$ cat src/rtl/kes_pkg.sv
// Types, constants and the CORDIC arctangent table shared by the Kepler solver modules.
package kes_pkg;

  localparam int CORDIC_STEPS = 30;
  localparam int DIV_STEPS    = 34;

  localparam logic signed [35:0] PI_Q30      = 36'sd3373259426;
  localparam logic signed [35:0] HALF_PI_Q30 = 36'sd1686629713;
  localparam logic signed [35:0] TWO_PI_Q30  = 36'sd6746518852;
  localparam logic signed [33:0] GAIN_INV    = 34'sd652032874;
  localparam logic signed [34:0] ONE_Q30     = 35'sd1073741824;

  // Register indexes on the configuration port.
  localparam logic REG_MAX_ITER = 1'b0;
  localparam logic REG_TOL      = 1'b1;

  typedef enum logic [3:0] {
    ST_IDLE, ST_RED0, ST_RED1, ST_RED2, ST_CORDIC,
    ST_MUL_S, ST_MUL_C, ST_PREP, ST_DIV, ST_UPDATE, ST_FIN
  } kes_state_t;

  typedef struct packed {
    logic       load;
    logic       red0;
    logic       red1;
    logic       red2;
    logic       cordic;
    logic [4:0] cidx;
    logic       mul_s;
    logic       mul_c;
    logic       prep;
    logic       div;
    logic       update;
    logic       out_load;
  } kes_cmd_t;

  typedef struct packed {
    logic early;
    logic den_zero;
  } kes_sts_t;

  function automatic logic signed [35:0] atan_q30(input logic [4:0] i);
    logic signed [35:0] r;
    unique case (i)
      5'd0:  r = 36'sd843314856;
      5'd1:  r = 36'sd497837829;
      5'd2:  r = 36'sd263043836;
      5'd3:  r = 36'sd133525158;
      5'd4:  r = 36'sd67021686;
      5'd5:  r = 36'sd33543515;
      5'd6:  r = 36'sd16775850;
      5'd7:  r = 36'sd8388437;
      5'd8:  r = 36'sd4194282;
      5'd9:  r = 36'sd2097149;
      5'd10: r = 36'sd1048575;
      5'd11: r = 36'sd524287;
      5'd12: r = 36'sd262143;
      5'd13: r = 36'sd131071;
      5'd14: r = 36'sd65535;
      5'd15: r = 36'sd32767;
      5'd16: r = 36'sd16383;
      5'd17: r = 36'sd8191;
      5'd18: r = 36'sd4095;
      5'd19: r = 36'sd2047;
      5'd20: r = 36'sd1023;
      5'd21: r = 36'sd511;
      5'd22: r = 36'sd255;
      5'd23: r = 36'sd127;
      5'd24: r = 36'sd63;
      5'd25: r = 36'sd31;
      5'd26: r = 36'sd15;
      5'd27: r = 36'sd7;
      5'd28: r = 36'sd3;
      5'd29: r = 36'sd1;
      default: r = 36'sd0;
    endcase
    return r;
  endfunction

endpackage

$ cat src/rtl/kes_dp.sv
// Datapath of the Kepler solver: angle folding, CORDIC, multiplier, divider and update.
module kes_dp
  import kes_pkg::*;
(
  input  logic        clk,
  input  kes_cmd_t    cmd,
  output kes_sts_t    sts,
  input  logic [31:0] mean_anomaly,
  input  logic [30:0] eccentricity,
  input  logic [15:0] tolerance,
  output logic [31:0] e_solved
);

  logic signed [31:0] m_r, e_r;
  logic        [30:0] ecc_r;
  logic signed [35:0] a_r;
  logic               neg_r;
  logic signed [33:0] x_r, y_r;
  logic signed [63:0] prod_r;
  logic signed [31:0] es_r;
  logic signed [34:0] num_r;
  logic        [31:0] den_r;
  logic               ovf_r;
  logic        [31:0] rem_r;
  logic        [33:0] qd_r;
  logic        [31:0] out_r;

  logic signed [35:0] a4, a_fold;
  logic signed [33:0] sh_x, sh_y;
  logic signed [33:0] trig;
  logic signed [31:0] mul_b;
  logic signed [63:0] prod;
  logic signed [63:0] es_full, ec_full;
  logic signed [34:0] ec, den_full, num;
  logic        [33:0] absn;
  logic        [32:0] trial;
  logic               qbit;
  logic signed [36:0] diff;
  logic signed [31:0] e_new;
  logic               early;

  function automatic logic signed [35:0] fold(input logic signed [35:0] v);
    logic signed [35:0] r;
    if (v > PI_Q30) r = v - TWO_PI_Q30;
    else if (v < -PI_Q30) r = v + TWO_PI_Q30;
    else r = v;
    return r;
  endfunction

  assign a4     = {{2{e_r[31]}}, e_r, 2'b00};
  assign a_fold = fold(cmd.red0 ? a4 : a_r);
  assign sh_x   = x_r >>> cmd.cidx;
  assign sh_y   = y_r >>> cmd.cidx;

  // Sine in the mul_s step, cosine in the mul_c step; one shared multiplier.
  assign trig  = cmd.mul_s ? (neg_r ? -y_r : y_r) : (neg_r ? -x_r : x_r);
  assign mul_b = trig[31:0];
  assign prod  = $signed({1'b0, ecc_r}) * mul_b;

  assign es_full  = (prod_r + 64'sd4294967296) >>> 33;
  assign ec_full  = (prod_r + 64'sd1073741824) >>> 31;
  assign ec       = ec_full[34:0];
  assign den_full = ONE_Q30 - ec;
  assign num      = 35'(e_r) - 35'(es_r) - 35'(m_r);
  assign absn     = num[34] ? 34'(-num) : num[33:0];

  assign trial = {rem_r, qd_r[33]};
  assign qbit  = trial >= {1'b0, den_r};

  assign diff  = num_r[34] ? 37'(e_r) + 37'($signed({1'b0, qd_r}))
                           : 37'(e_r) - 37'($signed({1'b0, qd_r}));
  always_comb begin
    if (ovf_r) e_new = num_r[34] ? 32'sh7fffffff : 32'sh80000000;
    else if (diff > 37'sd2147483647) e_new = 32'sh7fffffff;
    else if (diff < -37'sd2147483648) e_new = 32'sh80000000;
    else e_new = diff[31:0];
  end

  assign early        = !ovf_r && (qd_r < {18'b0, tolerance});
  assign sts.early    = early;
  assign sts.den_zero = (den_r == 32'd0);

  always_ff @(posedge clk) begin
    if (cmd.load) begin
      m_r   <= mean_anomaly;
      e_r   <= mean_anomaly;
      ecc_r <= eccentricity;
    end
    if (cmd.red0 || cmd.red1) a_r <= a_fold;
    if (cmd.red2) begin
      if (a_r > HALF_PI_Q30) begin
        a_r <= a_r - PI_Q30;
        neg_r <= 1'b1;
      end else if (a_r < -HALF_PI_Q30) begin
        a_r <= a_r + PI_Q30;
        neg_r <= 1'b1;
      end else begin
        neg_r <= 1'b0;
      end
      x_r <= GAIN_INV;
      y_r <= '0;
    end
    if (cmd.cordic) begin
      if (!a_r[35]) begin
        x_r <= x_r - sh_y;
        y_r <= y_r + sh_x;
        a_r <= a_r - atan_q30(cmd.cidx);
      end else begin
        x_r <= x_r + sh_y;
        y_r <= y_r - sh_x;
        a_r <= a_r + atan_q30(cmd.cidx);
      end
    end
    if (cmd.mul_s || cmd.mul_c) prod_r <= prod;
    if (cmd.mul_c) es_r <= es_full[31:0];
    if (cmd.prep) begin
      num_r <= num;
      den_r <= (den_full < 35'sd1) ? 32'd1 : den_full[31:0];
      ovf_r <= ({4'b0, absn[33:4]} >= {2'b0, ((den_full < 35'sd1) ? 32'd1 : den_full[31:0])});
      rem_r <= {2'b0, absn[33:4]};
      qd_r  <= {absn[3:0], 30'b0};
    end
    if (cmd.div) begin
      rem_r <= qbit ? 32'(trial - {1'b0, den_r}) : trial[31:0];
      qd_r  <= {qd_r[32:0], qbit};
    end
    if (cmd.update) e_r <= e_new;
    if (cmd.out_load) out_r <= e_r;
  end

  assign e_solved = out_r;

endmodule

$ cat src/rtl/kes_ctrl.sv
// Controller of the Kepler solver: sequences folding, CORDIC, multiply, divide and update.
module kes_ctrl
  import kes_pkg::*;
(
  input  logic     clk,
  input  logic     rst_n,
  input  logic     in_tvalid,
  output logic     in_tready,
  output logic     out_tvalid,
  input  logic     out_tready,
  input  logic [5:0] max_iterations,
  input  kes_sts_t sts,
  output kes_cmd_t cmd
);

  kes_state_t state_r, state_nxt;
  logic [5:0] cnt_r, cnt_nxt;
  logic [5:0] it_r, it_nxt;
  logic       out_valid_r, out_valid_nxt;

  always_ff @(posedge clk) begin
    if (!rst_n) begin
      state_r     <= ST_IDLE;
      cnt_r       <= '0;
      it_r        <= '0;
      out_valid_r <= 1'b0;
    end else begin
      state_r     <= state_nxt;
      cnt_r       <= cnt_nxt;
      it_r        <= it_nxt;
      out_valid_r <= out_valid_nxt;
    end
  end

  always_comb begin
    state_nxt = state_r;
    cnt_nxt   = cnt_r;
    it_nxt    = it_r;
    cmd       = '0;
    cmd.cidx  = cnt_r[4:0];
    unique case (state_r)
      ST_IDLE: begin
        if (in_tvalid) begin
          cmd.load  = 1'b1;
          it_nxt    = '0;
          state_nxt = (max_iterations == 6'd0) ? ST_FIN : ST_RED0;
        end
      end
      ST_RED0: begin
        cmd.red0  = 1'b1;
        state_nxt = ST_RED1;
      end
      ST_RED1: begin
        cmd.red1  = 1'b1;
        state_nxt = ST_RED2;
      end
      ST_RED2: begin
        cmd.red2  = 1'b1;
        cnt_nxt   = '0;
        state_nxt = ST_CORDIC;
      end
      ST_CORDIC: begin
        cmd.cordic = 1'b1;
        if (cnt_r == 6'(CORDIC_STEPS - 1)) begin
          cnt_nxt   = '0;
          state_nxt = ST_MUL_S;
        end else begin
          cnt_nxt = cnt_r + 6'd1;
        end
      end
      ST_MUL_S: begin
        cmd.mul_s = 1'b1;
        state_nxt = ST_MUL_C;
      end
      ST_MUL_C: begin
        cmd.mul_c = 1'b1;
        state_nxt = ST_PREP;
      end
      ST_PREP: begin
        cmd.prep  = 1'b1;
        cnt_nxt   = '0;
        state_nxt = ST_DIV;
      end
      ST_DIV: begin
        cmd.div = 1'b1;
        if (cnt_r == 6'(DIV_STEPS - 1)) begin
          cnt_nxt   = '0;
          state_nxt = ST_UPDATE;
        end else begin
          cnt_nxt = cnt_r + 6'd1;
        end
      end
      ST_UPDATE: begin
        cmd.update = 1'b1;
        it_nxt     = it_r + 6'd1;
        state_nxt  = (sts.early || (it_r + 6'd1 == max_iterations)) ? ST_FIN : ST_RED0;
      end
      ST_FIN: begin
        if (!out_valid_r || out_tready) begin
          cmd.out_load = 1'b1;
          state_nxt    = ST_IDLE;
        end
      end
      default: state_nxt = ST_IDLE;
    endcase
  end

  assign out_valid_nxt = cmd.out_load ? 1'b1 : (out_tready ? 1'b0 : out_valid_r);
  assign out_tvalid    = out_valid_r;
  assign in_tready     = (state_r == ST_IDLE);

  a_cordic_range: assert property (@(posedge clk) disable iff (!rst_n)
    (state_r == ST_CORDIC) |-> (cnt_r < 6'(CORDIC_STEPS)))
    else $error("CORDIC step count out of range");
  a_accept_next: assert property (@(posedge clk) disable iff (!rst_n)
    (in_tvalid && in_tready) |=> (state_r == ST_RED0 || state_r == ST_FIN))
    else $error("accepted transaction did not start a solve");
  a_iter_bound: assert property (@(posedge clk) disable iff (!rst_n)
    (state_r == ST_UPDATE) |-> (it_r < max_iterations))
    else $error("iteration count beyond limit");
  a_den_nonzero: assert property (@(posedge clk) disable iff (!rst_n)
    (state_r == ST_DIV) |-> !sts.den_zero)
    else $error("zero divisor in division");

endmodule

$ cat src/rtl/kepler_eccentric_anomaly_solver.sv
// Top level of the Kepler equation solver: stream ports, APB registers, controller and datapath.
// Each Newton step runs angle folding (RED0, RED1, RED2), the one-step-per-cycle CORDIC, the sine
// and cosine products on the shared multiplier, numerator and denominator, the restoring divider
// and the update. A solve of N steps ends in out_tvalid (with no step when max_iterations is
// zero); one item is in work at a time, so a new transaction is accepted only when the controller
// is idle again, after the previous result has been loaded into the output register.
// Synchronous active-low reset idles the controller, empties the output register and loads
// max_iterations = 40 and tolerance = 1.
module kepler_eccentric_anomaly_solver
  import kes_pkg::*;
(
  input  logic        clk,
  input  logic        rst_n,
  input  logic        in_tvalid,
  output logic        in_tready,
  input  logic [63:0] in_tdata,   // [31:0] mean_anomaly, [62:32] eccentricity, [63] zero
  output logic        out_tvalid,
  input  logic        out_tready,
  output logic [31:0] out_tdata,  // [31:0] solved E
  input  logic        cfg_psel,
  input  logic        cfg_penable,
  input  logic        cfg_pwrite,
  input  logic [2:0]  cfg_paddr,
  input  logic [31:0] cfg_pwdata,
  output logic [31:0] cfg_prdata,
  output logic        cfg_pready
);

  logic [5:0]  max_iter_r;
  logic [15:0] tol_r;
  logic        cfg_wr;
  kes_cmd_t    cmd;
  kes_sts_t    sts;

  // Registers lie at byte addresses 0 and 4; the word index is address bit 2.
  assign cfg_pready = 1'b1;
  assign cfg_wr     = cfg_psel && cfg_penable && cfg_pwrite && cfg_pready;

  always_ff @(posedge clk) begin
    if (!rst_n) begin
      max_iter_r <= 6'd40;
      tol_r      <= 16'd1;
    end else if (cfg_wr) begin
      unique case (cfg_paddr[2])
        REG_MAX_ITER: max_iter_r <= cfg_pwdata[5:0];
        REG_TOL:      tol_r      <= cfg_pwdata[15:0];
        default:      ;
      endcase
    end
  end

  always_comb begin
    unique case (cfg_paddr[2])
      REG_MAX_ITER: cfg_prdata = {26'b0, max_iter_r};
      REG_TOL:      cfg_prdata = {16'b0, tol_r};
      default:      cfg_prdata = '0;
    endcase
  end

  // The controller only issues commands; all arithmetic lives in the datapath.
  kes_ctrl u_ctrl (
    .clk            (clk),
    .rst_n          (rst_n),
    .in_tvalid      (in_tvalid),
    .in_tready      (in_tready),
    .out_tvalid     (out_tvalid),
    .out_tready     (out_tready),
    .max_iterations (max_iter_r),
    .sts            (sts),
    .cmd            (cmd)
  );

  kes_dp u_dp (
    .clk          (clk),
    .cmd          (cmd),
    .sts          (sts),
    .mean_anomaly (in_tdata[31:0]),
    .eccentricity (in_tdata[62:32]),
    .tolerance    (tol_r),
    .e_solved     (out_tdata)
  );

endmodule

$ cat config.mk
export PLATFORM = sky130hd
export DESIGN_NAME = kepler_eccentric_anomaly_solver
export DESIGN_NICKNAME = d
export VERILOG_FILES = /design/src/rtl/kes_pkg.sv /design/src/rtl/kes_dp.sv /design/src/rtl/kes_ctrl.sv /design/src/rtl/kepler_eccentric_anomaly_solver.sv
export SDC_FILE = /design/constraint.sdc
export NUM_CORES = 2
export LEC_CHECK = 0
export BUFFER_PORTS_ARGS = -buffer_cell sky130_fd_sc_hd__buf_2
export CORE_UTILIZATION = 45
export CTS_BUF_LIST = sky130_fd_sc_hd__clkbuf_4 sky130_fd_sc_hd__clkbuf_8 sky130_fd_sc_hd__clkbuf_16
export DETAILED_ROUTE_END_ITERATION = 7
export GPL_ROUTABILITY_DRIVEN = 0
export SLEW_MARGIN = 25
export SYNTH_ARGS = -nofsm -noshare
export SYNTH_HDL_FRONTEND = slang
export SYNTH_SLANG_ARGS = --single-unit
$ cat constraint.sdc
create_clock -name clk -period 17.52 [get_ports clk]
set_input_delay 0 -clock clk [delete_from_list [all_inputs] [get_ports clk]]
set_output_delay 0 -clock clk [all_outputs]
set_load 0.02 [all_outputs]
* After elaboration in Yosys (flattened, before gate mapping)
Memory sizes are Yosys's and may differ from the RTL's. A register that Yosys moved wholly into a read port is not among the register bits.
Cells that the tools add are included.
** Word-level totals
- Memory bits (read-only) :: 1920
- Bits of input ports :: 106
- RAM bits :: 0
- Latch bits :: 0
- Logic and storage cells :: 168
- Bits in registers :: 500
- Output and inout port bits :: 67
- Memories kept :: 2
** Memory list
- (no name shown) :: depth 32, bits a word 30, rd ports 1, clocked after memory_dff 1, wr ports 0, line kes_pkg.sv:44 : unique case (i)
- (no name shown) :: depth 32, bits a word 30, rd ports 1, clocked after memory_dff 1, wr ports 0, line kes_pkg.sv:44
** Operators by class
- Reduce and logical (&&, ||, !) cells :: 22
- Magnitude comparators :: 10
- Add/sub/neg operators :: 23
- Div/mod/pow operators :: 0
- Muxes and demuxes :: 69
- Bitwise logic cells :: 1
- Multiply operators :: 1
- Shifts and indexed selects :: 2
- Equality and inequality tests :: 17
** Operators by type and width (number)
- $mux W36 :: 13
- $mux W32 :: 13
- $mux W34 :: 9
- $add A34 B34 Y34 :: 2
- $sshr A34 B5 Y34 :: 2
- $sub A34 B34 Y34 :: 2
- $add A64 B32 Y64 const B :: 1
- $add A64 B34 Y64 const B :: 1
- $mul A32 B32 Y64 :: 1
- $neg A32 Y32 :: 2
- $pmux W32 S2 :: 1
- $pmux W4 S11 :: 1
- $gt A37 B32 Y1 const B :: 1
- $lt A37 B32 Y1 const B :: 1
- $mux W37 :: 1
- $add A32 B35 Y36 :: 1
- $add A36 B33 Y36 const B :: 1
- $add A36 B34 Y36 const B :: 1
- $add A36 B36 Y36 :: 1
- $gt A36 B32 Y1 const B :: 1
- $gt A36 B33 Y1 const B :: 1
- $lt A36 B32 Y1 const B :: 1
- $lt A36 B33 Y1 const B :: 1
- $sub A32 B35 Y36 :: 1
- 39 further kinds :: 85

* Depth between registers and ports, before layout
- Depth in word-level cells :: 11
- Gate-level depth with buffers :: 39
- Depth with buffers taken out :: 38

* Hierarchy
From an unflattened synthesis, not the netlist that was laid out.
** Unflattened totals
- Cell total of the unflattened synthesis :: 8956
- Area, all modules :: 77271.6 µm²
** By module, submodules not included
- kes_dp :: area each 74846.8 µm², cells an instance 8671, times used 1
- kes_ctrl :: area each 1223.7 µm², cells an instance 153, times used 1
- kepler_eccentric_anomaly_solver :: area each 1201.2 µm², cells an instance 132, times used 1

* Least setup slack after synthesis
OpenSTA, ideal clock, no wires.
- Path kind :: register -> register
- From :: register u_dp.y_r[1]
- To :: register u_dp.prod_r[63] (data pin)
- Arrival time :: 10.023 ns
- Library setup time :: 0.266 ns
- Path slack :: 7.231 ns
- Cell stages (with the launch flop) :: 35
- Required time :: 17.254 ns
- Cell sequence :: edfxtp_1 -> inv_1 -> ha_1 -> or3b_2 -> or4_1 -> nor2_1 -> nand2_1 -> nor2_1 -> nand2_1 -> or3_1 -> o21bai_1 -> a31oi_1 -> nor3_1 -> clkbuf_1 -> nand2_1 -> fa_1 -> inv_1 -> fa_1 -> fa_1 -> fa_1 -> fa_1 -> fa_1 -> fa_1 -> inv_1 -> fa_1 -> inv_1 -> ha_1 -> nand3_1 -> or4_1 -> a211oi_1 -> o2111ai_1 -> a21boi_0 -> o21ai_0 -> o41ai_1 -> xnor2_1
** On the way
- Cells in the longest elaborated chain, start to end :: 4
** Ends and longest elaborated chain
- start, declared :: line kes_dp.sv:18 : logic signed [33:0] x_r, y_r;
- start signal, assigned :: line kes_dp.sv:106 : y_r <= y_r + sh_x;
- start signal, assigned :: line kes_dp.sv:110 : y_r <= y_r - sh_x;
- $neg A32 Y32 :: line kes_dp.sv:56 : assign trig = cmd.mul_s ? (neg_r ? -y_r : y_r) : (neg_r ? -x_r : x_r);
- $mux W32 (*) (2 in a row) :: line kes_dp.sv:56
- $mul A32 B32 Y64 (*) :: line kes_dp.sv:58 : assign prod = $signed({1'b0, ecc_r}) * mul_b;
- named net u_dp.prod[63] :: line kes_dp.sv:32 : logic signed [63:0] prod;
- end signal, assigned :: line kes_dp.sv:114 : if (cmd.mul_s || cmd.mul_c) prod_r <= prod;
- end, declared :: line kes_dp.sv:19 : logic signed [63:0] prod_r;
The timed path passes the listed nets; every way through them passes the cells marked *.
A chain may end at the register's enable or synchronous reset.

* Worst setup path after layout
Ends and elaborated chain as after synthesis.

==> flow_metrics.tcl <==
set metrics [dict create \
    status "completed" \
    register_area_sq_mm 0.0130 \
    finalNetCount 10700 \
    cts_setup_buffers 0 \
    critPathCaptureType "register" \
    clock-sinks 466 \
    finalHoldViolCount 0 \
    hpwlAfterDp_um 179000 \
    dp.cells 11200 \
    wl_per_cell_um 21.2 \
    drt-total-wl_um 243000 \
    clk_pin_slew_ps 60 \
    synth-seq-area-share 0.165 \
    antenna_found_initial 5 \
    root_buffer "clkbuf_16" \
    use_met1 0.382 \
    die_w_um 420 \
    tightest_slew_ps 1190 \
    grt_pass1_wl_um 381000 \
    stdcell_count 11500 \
    initial_core_util 0.453 \
    setup_tns_ps 0 \
    drv_slew 0 \
    clock_path_buffers 3 \
    yosysMostFrequentCell "inv_1" \
    detail-route-antenna-nets 0 \
    synth_cell_types 114 \
    die_h_um 420 \
    rsz0062_at_grt "false" \
    relSlewSlack 0.203 \
    synth_common_cells "inv_1, nand2_1, fa_1" \
    io_buffers 136 \
    nFillCells 16600 \
    hold_class "primary input to register" \
    period_share 0.704 \
    period_minus_slack_ps 12330 \
    synthDominantCellAreaShare 0.230 \
    ys_async_sr_fraction 0 \
    fin_skew_ps 65.8 \
    rows 153 \
    synth_top_cell_by_area "fa_1" \
    cp_common_cell "fa_1" \
    cp_max_fo 31 \
    syn-instance-count 9134 \
    syn_area_sq_mm 0.0786 \
    max_cap_violations 0 \
    synth.area.top_cells "fa_1, edfxtp_1, ha_1, inv_1, nand2_1" \
    cp.arrival_ps 12780 \
    setup_viol 0 \
    yosys_warnings 0 \
    crit_slowest_cell "a211oi_1" \
    cts_hold_buf 151 \
    cts_resized 0 \
    synth_edf_count 362 \
    grt_max_degree 69 \
    die-area_sq_mm 0.176 \
    max_stage_delay_ps 830 \
    ys_dominant_reg_cell "edfxtp_1" \
    via_per_inst 5.84 \
    cts_tree "done" \
    vias 67000 \
    drive_gt1_frac 0.0698 \
    syn_area_per_cell_sq_um 8.60 \
    worstSetupPathType "register to register" \
    htreeDepth 2 \
    pin_count 173 \
    clock_latency_ps 740 \
    gr-total-overflow 0 \
    top_usage_layer "met2" \
    multiInputGateArea_sq_mm 0.0590 \
    use_met2 0.442 \
    yosys_register_bits 466 \
    grt_util_all_layers 0.275 \
    dr.pass1.iters 7 \
    cts_inserted_buffers 60 \
    crit_required_ps 17970 \
    area_growth_pct 8.06 \
    grt_util_met3 0.0317 \
    grt_pass1_vias 66900 \
    startpoint_type "register" \
    initialDrtViolationCount 5852 \
    drc 0 \
    timing.fmax_mhz 81.1 \
    core_sq_mm 0.174 \
]
## worst paths after layout
kind / startpoint / end / slack (ps) / depth (start not counted)
setup / recovery: u_dp.y_r[1] / u_dp.prod_r[63] / 5190 / 34
hold / removal: in_tdata[33] / u_dp.ecc_r[1] / 60 / 2
setup reg to reg: u_dp.y_r[1] / u_dp.prod_r[63] / 5190 / 34
hold reg to reg: tol_r[7] / tol_r[7] / 480 / 2
## per-stage QoR
stage | cell area [sq um] | hold WS (ps) | setup WS (ps) | util
floorplan | 78700 | 98.9 | 7230 | -
global placement | 81300 | 176 | 5360 | 0.468
detailed placement | 81400 | 178 | 5270 | 0.469
CTS | 84900 | 0.385 | 5220 | 0.489
global route | 84900 | 35.9 | 4650 | 0.489
finish | 84900 | 57.8 | 5190 | 0.489
## layout by cell type, fill, tap and decap left out, drive strengths merged, types with 151 or more instances in the layout
cell            n
o21ai         359
nand2        1015
and2          488
edfxtp        362
xor2          211
xnor2         271
inv          1308
nor3          180
a21oi         442
nor2          481
ha            568
buf           255
fa            903
dlygate4sd3   151
## routing by layer
| metal | share of wire | vias to the layer above |
|---|---|---|
| met5 | 0 | - |
| met4 | 0.036 | 0 |
| met3 | 0.071 | 479 |
| met2 | 0.46 | 2649 |
| met1 | 0.43 | 33400 |
| li1 | - | 30500 |
## critical path: cells and delay by family, from the launching register on
kind	cells	cell delay (ps)
adder cells (fa/ha/maj)	10	4750
AND/OR/NAND/NOR	11	3420
buffers and inverters	5	720
flip-flops	1	550
AO/OA/AOI/OAI	7	2490
XOR/XNOR	1	100
## kinds of logic (layout without fill, tap and decap cells)
group / after synthesis / in the layout / synth area share
AO/OA/AOI/OAI: 1735 / 1735 / 0.144
XOR/XNOR: 482 / 482 / 0.0537
adder cells (fa/ha/maj): 1471 / 1471 / 0.320
buffers and inverters: 1832 / 1824 / 0.0896
flip-flops: 466 / 466 / 0.165
multiplexers: 234 / 234 / 0.0448
other: 2 / 24 / 0.0000956
AND/OR/NAND/NOR: 2912 / 2912 / 0.183
## cell type report
cell class | count | share of cell area
repair buffers | 406 | 0.0365
diodes | 7 | 0.000206
well taps | 2325 | 0.0343
inverters | 1306 | 0.0577
multi-input cells | 6851 | 0.695
clock buffers | 74 | 0.0190
flip-flops and latches | 466 | 0.153
clock inverters | 38 | 0.00449
## state kept, by name, summed over array words and instances (netlist names), 6 cells and up, named ones only
| register | flops |
|---|---|
| u_dp.e_solved | 32 |
| u_dp.qd_r | 34 |
| u_dp.rem_r | 32 |
| u_ctrl.cnt_r | 6 |
| u_dp.m_r | 32 |
| tol_r | 16 |
| u_ctrl.it_r | 6 |
| u_dp.ecc_r | 31 |
| u_dp.den_r | 32 |
| u_dp.e_r | 32 |
| u_dp.a_r | 36 |
| u_dp.x_r | 34 |
| max_iter_r | 6 |
| u_dp.y_r | 34 |
| u_dp.es_r | 31 |
| u_dp.prod_r | 34 |
Power is not shown: default switching activity piles up to over one toggle a cycle in this logic, so the estimate is an artifact.
